$ cat config.mk
export PLATFORM = sky130hd
export DESIGN_NAME = hdrbg_sha_core
export DESIGN_NICKNAME = d
export VERILOG_FILES = /design/src/rtl/core/hdrbg_pkg.sv /design/src/rtl/core/hdrbg_sha_core.sv
export SDC_FILE = /design/constraint.sdc
export NUM_CORES = 2
export LEC_CHECK = 0
export BUFFER_PORTS_ARGS = -buffer_cell sky130_fd_sc_hd__buf_2
export CORE_ASPECT_RATIO = 0.5
export CORE_MARGIN = 1
export CORE_UTILIZATION = 30
export CTS_CLUSTER_DIAMETER = 50
export CTS_CLUSTER_SIZE = 16
export DETAILED_ROUTE_END_ITERATION = 8
export GPL_TIMING_DRIVEN = 0
export PLACE_DENSITY = 0.53
export SKIP_LAST_GASP = 1
export SLEW_MARGIN = 20
export SYNTH_ARGS = -nofsm -noshare
export SYNTH_HDL_FRONTEND = slang
export SYNTH_SLANG_ARGS = --single-unit
$ cat constraint.sdc
create_clock -name clk_i -period 11.68 [get_ports clk_i]
set_clock_uncertainty 0.15 [all_clocks]
set_input_delay 1.752 -clock clk_i [delete_from_list [all_inputs] [get_ports clk_i]]
set_output_delay 1.752 -clock clk_i [all_outputs]
set_load 0.01 [all_outputs]
$ cat src/rtl/core/hdrbg_pkg.sv
// package: constants, types and sha-256 helpers for the hmac drbg block
package hdrbg_pkg;

  localparam int SeedBytes   = 256;
  localparam int SeedAw      = $clog2(SeedBytes);
  localparam int SeedCw      = SeedAw + 1;
  localparam int MaxOutBytes = 512;
  localparam int LenW        = 10;

  typedef enum logic [1:0] {
    REQ_INST = 2'd0,
    REQ_RESEED = 2'd1,
    REQ_GEN = 2'd2,
    REQ_NONE = 2'd3
  } req_e;

  // request from the sequencer to the sha core
  typedef struct packed {
    logic        start;
    logic        init;
    logic [511:0] block;
  } sha_req_t;

  typedef struct packed {
    logic         done;
    logic [255:0] digest;
  } sha_rsp_t;

  localparam logic [255:0] Iv = {
    32'h6a09e667, 32'hbb67ae85, 32'h3c6ef372, 32'ha54ff53a,
    32'h510e527f, 32'h9b05688c, 32'h1f83d9ab, 32'h5be0cd19};

  function automatic logic [31:0] round_k(input logic [5:0] i);
    logic [31:0] k [64];
    k = '{
      32'h428a2f98, 32'h71374491, 32'hb5c0fbcf, 32'he9b5dba5, 32'h3956c25b, 32'h59f111f1,
      32'h923f82a4, 32'hab1c5ed5, 32'hd807aa98, 32'h12835b01, 32'h243185be, 32'h550c7dc3,
      32'h72be5d74, 32'h80deb1fe, 32'h9bdc06a7, 32'hc19bf174, 32'he49b69c1, 32'hefbe4786,
      32'h0fc19dc6, 32'h240ca1cc, 32'h2de92c6f, 32'h4a7484aa, 32'h5cb0a9dc, 32'h76f988da,
      32'h983e5152, 32'ha831c66d, 32'hb00327c8, 32'hbf597fc7, 32'hc6e00bf3, 32'hd5a79147,
      32'h06ca6351, 32'h14292967, 32'h27b70a85, 32'h2e1b2138, 32'h4d2c6dfc, 32'h53380d13,
      32'h650a7354, 32'h766a0abb, 32'h81c2c92e, 32'h92722c85, 32'ha2bfe8a1, 32'ha81a664b,
      32'hc24b8b70, 32'hc76c51a3, 32'hd192e819, 32'hd6990624, 32'hf40e3585, 32'h106aa070,
      32'h19a4c116, 32'h1e376c08, 32'h2748774c, 32'h34b0bcb5, 32'h391c0cb3, 32'h4ed8aa4a,
      32'h5b9cca4f, 32'h682e6ff3, 32'h748f82ee, 32'h78a5636f, 32'h84c87814, 32'h8cc70208,
      32'h90befffa, 32'ha4506ceb, 32'hbef9a3f7, 32'hc67178f2};
    return k[i];
  endfunction

endpackage

$ cat src/rtl/core/hdrbg_sha_core.sv
// sha-256 compression engine, one round per cycle
module hdrbg_sha_core (
  input  logic                clk_i,
  input  logic                rst_ni,
  input  hdrbg_pkg::sha_req_t req_i,
  output hdrbg_pkg::sha_rsp_t rsp_o
);
  import hdrbg_pkg::*;

  logic [255:0] h_q, h_d;
  logic [31:0]  s_q [8];
  logic [31:0]  s_d [8];
  logic [31:0]  w_q [16];
  logic [31:0]  w_d [16];
  logic [5:0]   rnd_q, rnd_d;
  logic         busy_q, busy_d, done_q, done_d;
  logic [31:0]  t1, t2, s0w, s1w, wn;

  function automatic logic [31:0] rr(input logic [31:0] x, input int n);
    return (x >> n) | (x << (32 - n));
  endfunction

  always_comb begin
    t1 = s_q[7] + (rr(s_q[4], 6) ^ rr(s_q[4], 11) ^ rr(s_q[4], 25)) +
         ((s_q[4] & s_q[5]) ^ (~s_q[4] & s_q[6])) + round_k(rnd_q) + w_q[0];
    t2 = (rr(s_q[0], 2) ^ rr(s_q[0], 13) ^ rr(s_q[0], 22)) +
         ((s_q[0] & s_q[1]) ^ (s_q[0] & s_q[2]) ^ (s_q[1] & s_q[2]));
    s0w = rr(w_q[1], 7) ^ rr(w_q[1], 18) ^ (w_q[1] >> 3);
    s1w = rr(w_q[14], 17) ^ rr(w_q[14], 19) ^ (w_q[14] >> 10);
    wn = s1w + w_q[9] + s0w + w_q[0];
    h_d = h_q;
    s_d = s_q;
    w_d = w_q;
    rnd_d = rnd_q;
    busy_d = busy_q;
    done_d = 1'b0;
    if (req_i.start) begin
      if (req_i.init) h_d = Iv;
      for (int i = 0; i < 8; i++) s_d[i] = req_i.init ? Iv[255-32*i -: 32] : h_q[255-32*i -: 32];
      for (int i = 0; i < 16; i++) w_d[i] = req_i.block[511-32*i -: 32];
      rnd_d = '0;
      busy_d = 1'b1;
    end else if (busy_q) begin
      s_d[7] = s_q[6]; s_d[6] = s_q[5]; s_d[5] = s_q[4]; s_d[4] = s_q[3] + t1;
      s_d[3] = s_q[2]; s_d[2] = s_q[1]; s_d[1] = s_q[0]; s_d[0] = t1 + t2;
      for (int i = 0; i < 15; i++) w_d[i] = w_q[i+1];
      w_d[15] = wn;
      rnd_d = rnd_q + 6'd1;
      if (rnd_q == 6'd63) begin
        busy_d = 1'b0;
        done_d = 1'b1;
        for (int i = 0; i < 8; i++) h_d[255-32*i -: 32] = h_q[255-32*i -: 32] + s_d[i];
      end
    end
  end

  always_ff @(posedge clk_i or negedge rst_ni) begin
    if (!rst_ni) begin
      busy_q <= 1'b0;
      done_q <= 1'b0;
      rnd_q  <= '0;
      h_q    <= '0;
    end else begin
      busy_q <= busy_d;
      done_q <= done_d;
      rnd_q  <= rnd_d;
      h_q    <= h_d;
    end
  end

  always_ff @(posedge clk_i) begin
    s_q <= s_d;
    w_q <= w_d;
  end

  assign rsp_o.done   = done_q;
  assign rsp_o.digest = h_q;
endmodule

==> impl_metrics.env <==
export IMPL_area_growth_syn_to_layout_pct=18.0
export IMPL_grt_max_degree=79
export IMPL_wire_length_per_cell_um=30.0
export IMPL_die_area_um2=234000
export IMPL_outcome="complete, no violations"
export IMPL_critical_path_slowest_cell="dfrtp_1"
export IMPL_die_extent_in_y_um=342
export IMPL_hold_path_startpoint="h_q[159]$_DFFE_PN0P_"
export IMPL_yosys_area_top_type="edfxtp_1"
export IMPL_critical_path_required_ns=12.19
export IMPL_core_area_um2=229000
export IMPL_type_of_the_most_critical_hold_path="reg2reg"
export IMPL_r2r_worst_path_cells=35
export IMPL_max_slew_margin_pct=11.2
export IMPL_hold_path_end="h_q[159]$_DFFE_PN0P_"
export IMPL_grt_remaining_overflow=0
export IMPL_routed_wl_um=316000
export IMPL_synthDistinctLibCells=95
export IMPL_crit_path_end_kind="flip-flop"
export IMPL_layout_drive_gt1_share_pct=21.6
export IMPL_synth_fp_nets=7517
export IMPL_synth_fa_ha_area_share_pct=12.9
export IMPL_max_frequency_ghz=0.0878
export IMPL_min_delay_path_depth=1
export IMPL_worstPathArrival_ns=11.90
export IMPL_storage_element_area_um2=29700
export IMPL_detail_route_drc_violations=0
export IMPL_worst_path_largest_cell_delay_ns=0.88
export IMPL_yosys_mux_area_fraction_pct=8.35
export IMPL_number_of_hold_slack_violations_in_the_final_timing_report=0
export IMPL_design_final_nets=8435
export IMPL_dominant_combinational_cell_family_by_area_after_synthesis="compound AO/OA/AOI/OAI gates"
export IMPL_core_rowCount=124
export IMPL_number_of_global_route_vias_before_repair=55100
export IMPL_post_synth_inst_count=6404
export IMPL_cts_inserted_buffers=107
export IMPL_cts_root_to_sink_buffers=3
export IMPL_hold_ws_ns=0.371
export IMPL_tritoncts_clock_tree="built"
export IMPL_timing_max_transition_violations_final=0
export IMPL_clk_pin_slew_ns=0.07
export IMPL_clkLatencyLatePin_ns=0.78
export IMPL_vias=57000
export IMPL_globalplace_congestion=0.950
export IMPL_cts_htree_levels=3
export IMPL_number_of_design_rule_violations_left_by_the_first_detailed_router_iteration=5712
export IMPL_layout_min_cycle_time_ns=11.40
export IMPL_cts_sinks=1032
export IMPL_cap_violations=0
export IMPL_number_of_hold_buffers_added_after_cts=0
export IMPL_seq_area_frac_synth_pct=42.7
export IMPL_numPortBuffers=770
export IMPL_synth_avg_cell_area_um2=10.9
export IMPL_ys_seq_elements=1032
export IMPL_cts_root_buf="clkbuf_16"
export IMPL_synth_compound_area_share_pct=17.5
export IMPL_synth_cell_area_um2=69500
export IMPL_global_route_usage_total_pct=26.1
export IMPL_worstSetupStartpointType="flip-flop"
export IMPL_io_pin_count=773
export IMPL_hpwl_reported_at_the_end_of_detailed_placement_um=252000
export IMPL_drtAntennaViolNets=0
export IMPL_postSynth_asyncResetShare_pct=25.6
export IMPL_regToRegStartpoint="rnd_q[2]$_DFFE_PN0P_"
export IMPL_dieWidth_um=683
export IMPL_filler_cell_count=23100
export IMPL_critPathKind="reg2reg"
export IMPL_reg2reg_to="h_q[255]$_DFFE_PN0P_"
export IMPL_drt_pass1_iter_count=6
export IMPL_synth_top_cells_by_area="edfxtp_1, dfrtp_1, mux2_2"
export IMPL_synthFlopType="edfxtp_1"
export IMPL_synth_largest_type_area_fraction_pct=33.2
export IMPL_final_min_period_over_clock_period_pct=97.6
export IMPL_initial_utilization_pct=30.3
export IMPL_multi_input_comb_area_um2=37000
export IMPL_tightestPinTransition_ns=1.32
export IMPL_yosysWarnings=0
export IMPL_via_per_inst=5.41
export IMPL_grt_first_pass_wirelength_um=430000
export IMPL_synth_edff_count=768
export IMPL_synth_xor_area_share_pct=7.11
export IMPL_reg2reg_setup_slack_ns=0.28
export IMPL_synth_simple_gate_area_share_pct=7.08
export IMPL_setup_violations_final=0
export IMPL_timing_critical_path_fanout_max=14
export IMPL_antenna_violations_before_repair=67
timing repair:
item	4_1_cts	5_1_grt
endpoints found under the setup margin	6	10
buffers inserted	0	9
gates resized for setup	5	22
routing by layer:
| metal | part of all wire (%) | wire length [um] | GRT usage (%) |
|---|---|---|---|
| met1 | 40 | 127000 | 32.9 |
| met2 | 47 | 150000 | 43.9 |
| met3 | 8.1 | 25700 | 5.80 |
| met4 | 4.3 | 13500 | 9.75 |
| met5 | 0.041 | 128 | 0 |
Yosys cell counts, types with 11 or more instances:
library cell and count:
dfrtp_1 264, and3_1 40, buf_1 42, nand2b_1 51, fa_1 195, clkbuf_1 276
a31oi_1 50, a21oi_1 422, nor2_1 329, nor2b_1 40, a22oi_1 11, xnor2_1 309
a221oi_1 15, and2_1 20, nand3_1 73, xor2_1 250, mux2_2 482, nor3_1 62
a311oi_1 12, nand2_1 365, a21o_1 209, edfxtp_1 768, o21ai_1 22, nand4_1 23
o21ai_0 390, o211ai_1 29, o21bai_1 56, inv_1 481, mux2i_1 20, a22o_1 130
a31o_2 11, o22a_1 146, or2_2 14, or3_1 33, o31ai_1 33, o21a_1 73
a211oi_1 41, ha_1 402
state kept, by name, indices dropped and copies added, names as in the netlist:
signal,cells
rnd_q,6
w_q,512
s_q,256
busy_q,1
h_q,256
done_q,1
through the flow:
step                      setup slack, ns  utilization [%]  instances  TNS (ns)  instance area, um^2
after global placement              -3.45             33.7      10300  -2593.23                77300
after detailed placement           -0.377             34.1      10300    -0.720                78100
after global routing              -0.0212             35.7      10500   -0.0212                82000
after CTS                          0.0423             35.7      10500         0                81800
final                               0.285             35.8      10500         0                82100
after floorplan                      2.54                -       6404         0                69500
worst max path at each step:
stage	cells past startpoint	slack [ns]	endpoint	startpoint
after global routing	45	-0.02	h_q[254]$_DFFE_PN0P_	rnd_q[0]$_DFFE_PN0P_
after detailed placement	43	-0.38	h_q[255]$_DFFE_PN0P_	rnd_q[2]$_DFFE_PN0P_
after floorplan	43	2.54	h_q[255]$_DFFE_PN0P_	rnd_q[2]$_DFFE_PN0P_
final	35	0.28	h_q[255]$_DFFE_PN0P_	rnd_q[2]$_DFFE_PN0P_
after global placement	5	-3.45	w_q[296]$_DFFE_PP_	req_i[513]
after CTS	43	0.04	h_q[255]$_DFFE_PN0P_	rnd_q[2]$_DFFE_PN0P_
worst max-delay path, delay by kind of cell, from the launching register on:
kind | cells | cell delay [ns]
buffers and inverters | 6 | 2.14
and+or+nand+nor | 5 | 0.91
xor gates and xnor gates | 3 | 1.07
AOI/OAI and AO/OA | 16 | 3.77
adders and majority gates | 5 | 2.34
DFF | 1 | 0.88
cell type report:
| cell class | instances | share of cell area, % |
|---|---|---|
| Antenna cell | 39 | 0.119 |
| Clock inverter | 74 | 1.10 |
| Tap cell | 3087 | 4.71 |
| Multi-Input combinational cell | 4564 | 45.1 |
| Buffer | 322 | 1.55 |
| Sequential cell | 1032 | 36.2 |
| Clock buffer | 121 | 3.36 |
| Timing Repair Buffer | 810 | 5.69 |
| Inverter | 485 | 2.23 |
cell usage in the layout (no fill, tap or decap), drive strengths merged, types with 23 or more instances in the layout:
cell type	count
ha	402
clkinv	34
a211oi	42
diode	39
o22a	146
xnor2	309
nand2b	51
and3	40
a22o	130
edfxtp	768
a21o	209
nor2	329
nand2	365
o31ai	33
fa	195
nor3	63
inv	510
o211ai	29
buf	854
mux2	482
o21a	73
a31oi	50
dfrtp	264
o21ai	413
nor2b	40
nand4	23
a21oi	423
o21bai	56
xor2	250
or3	33
clkbuf	399
nand3	73
logic make-up after synthesis:
logic type,count (synthesis)
simple gates,1082
xor+xnor,561
flops,1032
buf+inv,808
compound gates,1810
mux,510
fa+ha+maj,601
Power is not shown: default switching activity piles up to over one toggle a cycle in this logic, so the estimate is an artifact.
